==> src/hdl/pcts_pkg.sv <==
`timescale 1ns / 1ps
`default_nettype none
// ----------------------------------------------------------------------------
// Punzi cut scan package
// Shared widths, the job record passed from loader to scanner, state types.
// ----------------------------------------------------------------------------
package pcts_pkg;

   localparam int BINS   = 64;
   localparam int IDX_W  = 6;
   localparam int CNT_W  = 7;
   localparam int W_W    = 32;
   localparam int SUM_W  = 38;
   localparam int Q_W    = 17;
   localparam int FRAC_W = 16;
   localparam int NUM_W  = SUM_W + Q_W;
   localparam int RAD_W  = SUM_W + FRAC_W;
   localparam int ROOT_W = RAD_W / 2;
   localparam int D_W    = ROOT_W + 1;
   localparam int ONE_Q12 = 4096;

   typedef struct packed {
      logic [CNT_W-1:0] count;
      logic [SUM_W-1:0] sig_total;
      logic [SUM_W-1:0] bg_total;
   } job_type;

   typedef enum logic {
      FR_LOAD,
      FR_WAIT
   } front_state_type;

   typedef enum logic [3:0] {
      BK_IDLE,
      BK_READ,
      BK_ACC,
      BK_EL_GO,
      BK_EL_WT,
      BK_EU_GO,
      BK_EU_WT,
      BK_SL_GO,
      BK_SL_WT,
      BK_SU_GO,
      BK_SU_WT,
      BK_ML_GO,
      BK_ML_WT,
      BK_MU_GO,
      BK_MU_WT,
      BK_OUT
   } back_state_type;

endpackage
`default_nettype wire

==> src/hdl/pcts_div.sv <==
`timescale 1ns / 1ps
`default_nettype none
// ----------------------------------------------------------------------------
// Punzi cut scan divider
// Restoring divider, one quotient bit per cycle, quotient known to fit Q_W bits.
// ----------------------------------------------------------------------------
module pcts_div (
   input  wire logic                       clock,
   input  wire logic                       reset,
   input  wire logic                       start,
   input  wire logic [pcts_pkg::NUM_W-1:0] num,
   input  wire logic [pcts_pkg::SUM_W-1:0] den,
   output logic                            done,
   output logic [pcts_pkg::Q_W-1:0]        quo
);
   import pcts_pkg::*;
   localparam int STEP_W = $clog2(Q_W);

   logic [SUM_W-1:0]  rem_ff, rem_in, den_ff;
   logic [Q_W-1:0]    low_ff;
   logic [STEP_W-1:0] step_ff;
   logic              run_ff, done_ff;
   logic [SUM_W:0]    rem_sh, diff;
   logic              ge;

   assign rem_sh = {rem_ff, low_ff[Q_W-1]};
   assign diff   = rem_sh - {1'b0, den_ff};
   assign ge     = rem_sh >= {1'b0, den_ff};
   assign rem_in = ge ? diff[SUM_W-1:0] : rem_sh[SUM_W-1:0];

   always_ff @(posedge clock) begin
      if (reset) begin
         run_ff  <= 1'b0;
         done_ff <= 1'b0;
         step_ff <= '0;
      end else begin
         done_ff <= 1'b0;
         if (start) begin
            run_ff  <= 1'b1;
            step_ff <= '0;
         end else if (run_ff) begin
            step_ff <= step_ff + 1'b1;
            if (step_ff == STEP_W'(Q_W - 1)) begin
               run_ff  <= 1'b0;
               done_ff <= 1'b1;
            end
         end
      end
   end

   always_ff @(posedge clock) begin
      if (start) begin
         rem_ff <= num[NUM_W-1:Q_W];
         low_ff <= num[Q_W-1:0];
         den_ff <= den;
      end else if (run_ff) begin
         rem_ff <= rem_in;
         low_ff <= {low_ff[Q_W-2:0], ge};
      end
   end

   assign done = done_ff;
   assign quo  = low_ff;

endmodule
`default_nettype wire

==> src/hdl/pcts_sqrt.sv <==
`timescale 1ns / 1ps
`default_nettype none
// ----------------------------------------------------------------------------
// Punzi cut scan square root
// Digit-by-digit integer square root, one root bit per cycle.
// ----------------------------------------------------------------------------
module pcts_sqrt (
   input  wire logic                        clock,
   input  wire logic                        reset,
   input  wire logic                        start,
   input  wire logic [pcts_pkg::RAD_W-1:0]  rad,
   output logic                             done,
   output logic [pcts_pkg::ROOT_W-1:0]      root
);
   import pcts_pkg::*;
   localparam int REM_W  = ROOT_W + 2;
   localparam int STEP_W = $clog2(ROOT_W);

   logic [RAD_W-1:0]  rad_ff;
   logic [ROOT_W-1:0] root_ff;
   logic [REM_W-1:0]  rem_ff;
   logic [STEP_W-1:0] step_ff;
   logic              run_ff, done_ff;
   logic [REM_W+1:0]  rem_sh, trial, diff;
   logic              ge;

   assign rem_sh = {rem_ff, rad_ff[RAD_W-1 -: 2]};
   assign trial  = (REM_W + 2)'({root_ff, 2'b01});
   assign diff   = rem_sh - trial;
   assign ge     = rem_sh >= trial;

   always_ff @(posedge clock) begin
      if (reset) begin
         run_ff  <= 1'b0;
         done_ff <= 1'b0;
         step_ff <= '0;
      end else begin
         done_ff <= 1'b0;
         if (start) begin
            run_ff  <= 1'b1;
            step_ff <= '0;
         end else if (run_ff) begin
            step_ff <= step_ff + 1'b1;
            if (step_ff == STEP_W'(ROOT_W - 1)) begin
               run_ff  <= 1'b0;
               done_ff <= 1'b1;
            end
         end
      end
   end

   always_ff @(posedge clock) begin
      if (start) begin
         rad_ff  <= rad;
         root_ff <= '0;
         rem_ff  <= '0;
      end else if (run_ff) begin
         rad_ff  <= {rad_ff[RAD_W-3:0], 2'b00};
         root_ff <= {root_ff[ROOT_W-2:0], ge};
         rem_ff  <= ge ? diff[REM_W-1:0] : rem_sh[REM_W-1:0];
      end
   end

   assign done = done_ff;
   assign root = root_ff;

endmodule
`default_nettype wire

==> src/hdl/pcts_back.sv <==
`timescale 1ns / 1ps
`default_nettype none
// ----------------------------------------------------------------------------
// Punzi cut scan engine
// Walks the stored bins of a job and produces one result beat per bin.
// ----------------------------------------------------------------------------
module pcts_back (
   input  wire logic                         clock,
   input  wire logic                         reset,
   input  wire pcts_pkg::job_type            job,
   input  wire logic                         job_valid,
   output logic                              job_take,
   output logic                              scan_done,
   output logic                              rd_en,
   output logic [pcts_pkg::IDX_W-1:0]        rd_addr,
   input  wire logic [pcts_pkg::W_W-1:0]     rd_sig,
   input  wire logic [pcts_pkg::W_W-1:0]     rd_bg,
   output logic                              rsp_valid,
   input  wire logic                         rsp_ready,
   output logic [pcts_pkg::IDX_W-1:0]        rsp_bin_index,
   output logic [pcts_pkg::Q_W-1:0]          rsp_eff_lower,
   output logic [pcts_pkg::Q_W-1:0]          rsp_merit_lower,
   output logic [pcts_pkg::Q_W-1:0]          rsp_eff_upper,
   output logic [pcts_pkg::Q_W-1:0]          rsp_merit_upper,
   output logic [pcts_pkg::IDX_W-1:0]        rsp_best_lower,
   output logic [pcts_pkg::IDX_W-1:0]        rsp_best_upper,
   output logic                              rsp_final_res
);
   import pcts_pkg::*;

   back_state_type state_ff, state_in;
   job_type          job_ff;
   logic [IDX_W-1:0] idx_ff;
   logic [SUM_W-1:0] sig_pre_ff, bg_pre_ff, sig_up_ff, bg_up_ff;
   logic [Q_W-1:0]   el_ff, eu_ff, ml_ff, mu_ff, max_lo_ff, max_hi_ff;
   logic [ROOT_W-1:0] r_lo_ff, r_hi_ff;
   logic [IDX_W-1:0] best_lo_ff, best_hi_ff, best_lo_nx, best_hi_nx;
   logic             rsp_valid_ff;
   logic             out_free, is_last;

   logic             div_start, div_done, sq_start, sq_done;
   logic [NUM_W-1:0] div_num;
   logic [SUM_W-1:0] div_den;
   logic [Q_W-1:0]   div_q;
   logic [RAD_W-1:0] sq_rad;
   logic [ROOT_W-1:0] sq_root;
   logic [D_W-1:0]   d_sel;

   assign out_free = ~rsp_valid_ff | rsp_ready;
   assign is_last  = {1'b0, idx_ff} == job_ff.count - 1'b1;

   always_comb begin
      state_in = state_ff;
      case (state_ff)
         BK_IDLE:  if (job_valid) state_in = BK_READ;
         BK_READ:  state_in = BK_ACC;
         BK_ACC:   state_in = BK_EL_GO;
         BK_EL_GO: state_in = BK_EL_WT;
         BK_EL_WT: if (div_done) state_in = BK_EU_GO;
         BK_EU_GO: state_in = BK_EU_WT;
         BK_EU_WT: if (div_done) state_in = BK_SL_GO;
         BK_SL_GO: state_in = BK_SL_WT;
         BK_SL_WT: if (sq_done) state_in = BK_SU_GO;
         BK_SU_GO: state_in = BK_SU_WT;
         BK_SU_WT: if (sq_done) state_in = BK_ML_GO;
         BK_ML_GO: state_in = BK_ML_WT;
         BK_ML_WT: if (div_done) state_in = BK_MU_GO;
         BK_MU_GO: state_in = BK_MU_WT;
         BK_MU_WT: if (div_done) state_in = BK_OUT;
         BK_OUT:   if (out_free) state_in = is_last ? BK_IDLE : BK_READ;
         default:  state_in = BK_IDLE;
      endcase
   end

   always_comb begin
      job_take  = 1'b0;
      scan_done = 1'b0;
      rd_en     = 1'b0;
      div_start = 1'b0;
      sq_start  = 1'b0;
      case (state_ff)
         BK_IDLE:  job_take  = job_valid;
         BK_READ:  rd_en     = 1'b1;
         BK_EL_GO, BK_EU_GO, BK_ML_GO, BK_MU_GO: div_start = 1'b1;
         BK_SL_GO, BK_SU_GO: sq_start = 1'b1;
         BK_OUT:   scan_done = out_free & is_last;
         default:  job_take  = 1'b0;
      endcase
   end

   assign rd_addr = idx_ff;

   // Divider operands: efficiencies use the signal total, merits use 16 + sqrt(B) in Q.8.
   always_comb begin
      d_sel   = (state_ff == BK_MU_GO) ? D_W'(ONE_Q12) + D_W'(r_hi_ff)
                                       : D_W'(ONE_Q12) + D_W'(r_lo_ff);
      div_num = NUM_W'({sig_pre_ff, {FRAC_W{1'b0}}}) + NUM_W'(job_ff.sig_total >> 1);
      div_den = job_ff.sig_total;
      case (state_ff)
         BK_EU_GO: div_num = NUM_W'({sig_up_ff, {FRAC_W{1'b0}}})
                             + NUM_W'(job_ff.sig_total >> 1);
         BK_ML_GO: begin
            div_num = NUM_W'({el_ff, 12'b0}) + NUM_W'(d_sel >> 1);
            div_den = SUM_W'(d_sel);
         end
         BK_MU_GO: begin
            div_num = NUM_W'({eu_ff, 12'b0}) + NUM_W'(d_sel >> 1);
            div_den = SUM_W'(d_sel);
         end
         default: div_den = job_ff.sig_total;
      endcase
      sq_rad = (state_ff == BK_SU_GO) ? {bg_up_ff, {FRAC_W{1'b0}}}
                                      : {bg_pre_ff, {FRAC_W{1'b0}}};
   end

   pcts_div u_div (
      .clock (clock),
      .reset (reset),
      .start (div_start),
      .num   (div_num),
      .den   (div_den),
      .done  (div_done),
      .quo   (div_q)
   );

   pcts_sqrt u_sqrt (
      .clock (clock),
      .reset (reset),
      .start (sq_start),
      .rad   (sq_rad),
      .done  (sq_done),
      .root  (sq_root)
   );

   // First maximum wins, so only a strictly larger merit moves the best index.
   assign best_lo_nx = (ml_ff > max_lo_ff) ? idx_ff : best_lo_ff;
   assign best_hi_nx = (mu_ff > max_hi_ff) ? idx_ff : best_hi_ff;

   always_ff @(posedge clock) begin
      if (reset) begin
         state_ff     <= BK_IDLE;
         rsp_valid_ff <= 1'b0;
      end else begin
         state_ff <= state_in;
         if (state_ff == BK_OUT && out_free) rsp_valid_ff <= 1'b1;
         else if (rsp_ready) rsp_valid_ff <= 1'b0;
      end
   end

   always_ff @(posedge clock) begin
      case (state_ff)
         BK_IDLE: begin
            job_ff     <= job;
            idx_ff     <= '0;
            sig_pre_ff <= '0;
            bg_pre_ff  <= '0;
            max_lo_ff  <= '0;
            max_hi_ff  <= '0;
            best_lo_ff <= '0;
            best_hi_ff <= '0;
         end
         BK_ACC: begin
            sig_up_ff  <= job_ff.sig_total - sig_pre_ff;
            bg_up_ff   <= job_ff.bg_total - bg_pre_ff;
            sig_pre_ff <= sig_pre_ff + SUM_W'(rd_sig);
            bg_pre_ff  <= bg_pre_ff + SUM_W'(rd_bg);
         end
         BK_EL_WT: if (div_done) el_ff <= (job_ff.sig_total == '0) ? '0 : div_q;
         BK_EU_WT: if (div_done) eu_ff <= (job_ff.sig_total == '0) ? '0 : div_q;
         BK_SL_WT: if (sq_done) r_lo_ff <= sq_root;
         BK_SU_WT: if (sq_done) r_hi_ff <= sq_root;
         BK_ML_WT: if (div_done) ml_ff <= div_q;
         BK_MU_WT: if (div_done) mu_ff <= div_q;
         BK_OUT: begin
            if (out_free) begin
               rsp_bin_index   <= idx_ff;
               rsp_eff_lower   <= el_ff;
               rsp_merit_lower <= ml_ff;
               rsp_eff_upper   <= eu_ff;
               rsp_merit_upper <= mu_ff;
               rsp_best_lower  <= is_last ? best_lo_nx : '0;
               rsp_best_upper  <= is_last ? best_hi_nx : '0;
               rsp_final_res   <= is_last;
               best_lo_ff      <= best_lo_nx;
               best_hi_ff      <= best_hi_nx;
               if (ml_ff > max_lo_ff) max_lo_ff <= ml_ff;
               if (mu_ff > max_hi_ff) max_hi_ff <= mu_ff;
               idx_ff          <= idx_ff + 1'b1;
            end
         end
         default: idx_ff <= idx_ff;
      endcase
   end

   assign rsp_valid = rsp_valid_ff;

endmodule
`default_nettype wire

==> config.mk <==
export PLATFORM = sky130hd
export DESIGN_NAME = pcts_back
export DESIGN_NICKNAME = d
export VERILOG_FILES = /design/src/hdl/pcts_pkg.sv /design/src/hdl/pcts_div.sv /design/src/hdl/pcts_sqrt.sv /design/src/hdl/pcts_back.sv
export SDC_FILE = /design/constraint.sdc
export NUM_CORES = 2
export LEC_CHECK = 0
export BUFFER_PORTS_ARGS = -buffer_cell sky130_fd_sc_hd__buf_2
export CORE_MARGIN = 2
export CORE_UTILIZATION = 50
export DETAILED_ROUTE_END_ITERATION = 7
export PLACE_DENSITY = 0.66
export SLEW_MARGIN = 20
export SYNTH_ARGS = -nofsm -noshare
export SYNTH_HDL_FRONTEND = slang
export SYNTH_SLANG_ARGS = --single-unit
==> constraint.sdc <==
create_clock -name clock -period 14.2 [get_ports clock]
set_input_delay 1.42 -clock clock [delete_from_list [all_inputs] [get_ports clock]]
set_output_delay 1.42 -clock clock [all_outputs]
set_load 0.02 [all_outputs]
==> metrics.json <==
{
  "synth.avg_cell_area_um2": 10.6,
  "synth_ff_type": "sky130_fd_sc_hd__edfxtp_1",
  "synth.yosys.seq_area_share": 0.500,
  "synth_cell_types": 88,
  "grtUsageTotal": 0.251,
  "worstSkewPairLatency_ps": 650,
  "crit_type": "reg2reg",
  "yosysTopAreaCellShare": 0.463,
  "synth_top_cells_by_area": "sky130_fd_sc_hd__edfxtp_1 46%, sky130_fd_sc_hd__ha_1 8.6%, sky130_fd_sc_hd__mux2i_1 4.1%, sky130_fd_sc_hd__dfxtp_1 3.7%, sky130_fd_sc_hd__xnor2_1 3.4%",
  "post_route_cells_drive_above_1_share": 0.111,
  "routed_wire_length_per_instance_um": 20.2,
  "placementRows": 104,
  "die_h_um": 289,
  "clk_sink_count": 702,
  "overflow": 0,
  "fillCellCount": 7007,
  "path_clk_slew_ps": 70,
  "fp.dieArea_um2": 83500,
  "number_of_buffers_created_by_cts": 79,
  "ys_ff_latch": 702,
  "mappedNetlistArea_um2": 40600,
  "power.share.combinational": 0.352,
  "tritoncts": "done",
  "report.power.total_mw": 7.56,
  "clock_path_buffers": 3,
  "clock_skew_ps": 33.6,
  "most-common-layout-cells": "627 x sky130_fd_sc_hd__edfxtp_1, 355 x sky130_fd_sc_hd__nand2_1, 308 x sky130_fd_sc_hd__nor2_1",
  "crit_arrival_ps": 5900,
  "sequentialPowerShare": 0.384,
  "final.setup.worst_slack_ps": 8670,
  "cp_cell_sequence": "buf_4, and4b_2, buf_4, nand2_1, nand2_1, ha_1, inv_1, nor2_1, nand2_1, xor2_1, mux2i_1, ha_1, o21ai_0, a21oi_1, o41ai_1, a21o_1, a2111oi_2, o41a_1, or3_1, a41oi_1, mux2i_1",
  "instances_no_fill": 5224,
  "power_density_nw_per_um2": 166,
  "ctsRootBufferMaster": "sky130_fd_sc_hd__clkbuf_16",
  "dr_total_vias": 29779,
  "final_design_area_no_fill_um2": 45600,
  "worst-endpoint-required_ps": 14570,
  "post_dp_cell_area_um2": 43100,
  "core-area_um2": 80400,
  "p_leak_nw": 18.0,
  "detail-route-antenna-nets": 0,
  "maxSlewHeadroom": 0.337,
  "rsz0062_at_grt": "false",
  "timing.critical_path.slowest_stage_cell": "sky130_fd_sc_hd__buf_4",
  "post_cts_hold_buffer_count": 0,
  "ys_warn_count": 0,
  "cts_resized": 0,
  "drv_slew": 0,
  "type_of_the_worst_min_delay_path": "reg2reg",
  "design.portCount": 248,
  "worst_path_most_repeated_cell": "sky130_fd_sc_hd__nand2_1",
  "cell_type_with_the_largest_total_area_after_synthesis": "sky130_fd_sc_hd__edfxtp_1",
  "max-cap-violations": 0,
  "drc_violation_count_after_routing": 0,
  "final.hold.worst_slack_ps": 452,
  "htree_num_levels": 3,
  "globalplace.congestion": 0.938,
  "first_global_vias": 28354,
  "p_sw_mw": 2.67,
  "multi_input_comb_area_um2": 18900,
  "dp_worst_setup_slack_ps": 8720,
  "period_needed_ps": 5530,
  "asyncSetResetFlopFracSynth": 0,
  "routed_wirelength_mm": 105,
  "max_stage_delay_ps": 480,
  "area.growth.synth_to_final_pct": 12.3,
  "drtIter0Drc": 2438,
  "dp_cells": 5077,
  "crit_fanout": 45,
  "worst_ir_drop_vdd_mv": 0.109,
  "detailed_place_hpwl_mm": 78.3,
  "synth_edf_count": 627,
  "internal_power_mw": 4.89,
  "synth.net_count": 4288,
  "max_freq_mhz": 181,
  "grt_antenna_before_repair": 5,
  "period_share": 0.389,
  "layout_commonest_cell": "sky130_fd_sc_hd__edfxtp_1",
  "clock_power_share": 0.264,
  "via_density": 5.70,
  "drt-pass1-iter-count": 6,
  "final.setup.tns_ps": 0,
  "startpoint_type": "flop",
  "first_pass_grt_wire_length_mm": 162,
  "portBuffers": 247,
  "fp.dieW_um": 289,
  "setup-violations-final": 0,
  "floorplan.initialDensity": 0.505,
  "hold_viol_final": 0,
  "finalCoreUtilization": 0.567,
  "layout.area.seq_um2": 20300,
  "finalNetCount": 4536,
  "outcome": "finished clean",
  "power_switching_share": 0.353,
  "synthCells": 3850,
  "post-cts-setup-buffers": 0,
  "critPathCaptureType": "flop",
  "timing_worst_slew_pin_value_ps": 994,
  "grt_start_max_net_pins": 88
}
==> cells in the mapped netlist (all sizes together) (7+ instances only) <==
library cell / instances
nor2: 313
and3: 24
inv: 268
a211o: 13
a211oi: 41
or2: 14
a21boi: 7
nor4: 18
o2111ai: 8
a2111oi: 10
o22ai: 22
and4: 15
a21oi: 220
a31oi: 47
clkbuf: 94
xnor2: 161
o21ai: 214
a311oi: 9
edfxtp: 627
fa: 7
nand4: 49
dfxtp: 75
xor2: 80
nand3: 86
o21a: 48
o31a: 11
nand2b: 33
o211ai: 20
and2: 55
or3: 24
mux2: 16
a21o: 109
buf: 22
mux2i: 165
o21bai: 33
ha: 280
nand2: 359
nor3: 82
nor2b: 56
o31ai: 25
==> final timing paths <==
path / start / to / slack (ps) / cells after the start
setup / recovery: state_ff[3] / u_div.rem_ff[11] / 8670 / 21
hold / removal: el_ff[8] / rsp_eff_lower[8] / 450 / 0
setup reg to reg: state_ff[3] / u_div.rem_ff[11] / 8670 / 21
hold reg to reg: el_ff[8] / rsp_eff_lower[8] / 450 / 0
==> cell families (layout without fill, tap and decap cells) <==
| kind of cell | count (synthesis) | in the layout | share of synthesized area |
|---|---|---|---|
| compound gates | 898 | 898 | 0.142 |
| xor+xnor | 241 | 241 | 0.0521 |
| fa+ha+maj | 287 | 287 | 0.0897 |
| buf+inv | 387 | 699 | 0.0363 |
| flops | 702 | 702 | 0.500 |
| mux | 181 | 181 | 0.0452 |
| other cells | 0 | 2 | 0 |
| simple gates | 1154 | 1154 | 0.134 |
==> routing by layer <==
metal  routed length (um)  global-route usage  vias to the layer above
met2                48900               0.409                      845
li1                     -                   -                    14635
met4                 2520              0.0661                        2
met1                47700               0.350                    14153
met3                 6310              0.0372                      144
met5                   12                   0                        -
==> final cells by class <==
| cell class | count | area share |
|---|---|---|
| sequential | 702 | 0.446 |
| multi-input combinational | 2761 | 0.414 |
| clock buffer | 95 | 0.0449 |
| timing repair buffer | 283 | 0.0330 |
| tap | 1060 | 0.0291 |
| inverter | 271 | 0.0223 |
| clock inverter | 50 | 0.0103 |
| antenna | 2 | 0.000110 |
==> state kept, by name, indices dropped and copies added (netlist names), 17 cells and up <==
name	cells
bg_pre_ff	38
bg_up_ff	38
el_ff	17
eu_ff	17
job_ff	83
max_hi_ff	17
max_lo_ff	17
ml_ff	17
mu_ff	17
r_hi_ff	27
r_lo_ff	27
rsp_eff_lower	17
rsp_eff_upper	17
rsp_merit_lower	17
rsp_merit_upper	17
sig_pre_ff	38
sig_up_ff	38
u_div.den_ff	38
u_div.quo	17
u_div.rem_ff	38
u_sqrt.rad_ff	38
u_sqrt.rem_ff	29
u_sqrt.root	27
==> critical path, delay by kind of cell (launching register included) <==
kind / cells / cell delay (ps)
adders and majority gates: 2 / 530
and+or+nand+nor: 6 / 1270
muxes: 2 / 310
xor gates and xnor gates: 1 / 150
DFF: 1 / 310
buffers and inverters: 3 / 1040
AOI/OAI and AO/OA: 7 / 1600
==> power by group through the flow <==
stage	Sequential (mW)	Clock, mW	Combinational, mW
after detailed placement	2.94	0	2.62
after floorplan	2.83	0	2.08
final	2.90	2.00	2.66
after global routing	2.93	2.11	2.97
after global placement	2.94	0	2.59
after CTS	2.90	2.04	2.64
Power figures use the tool's default switching activity.
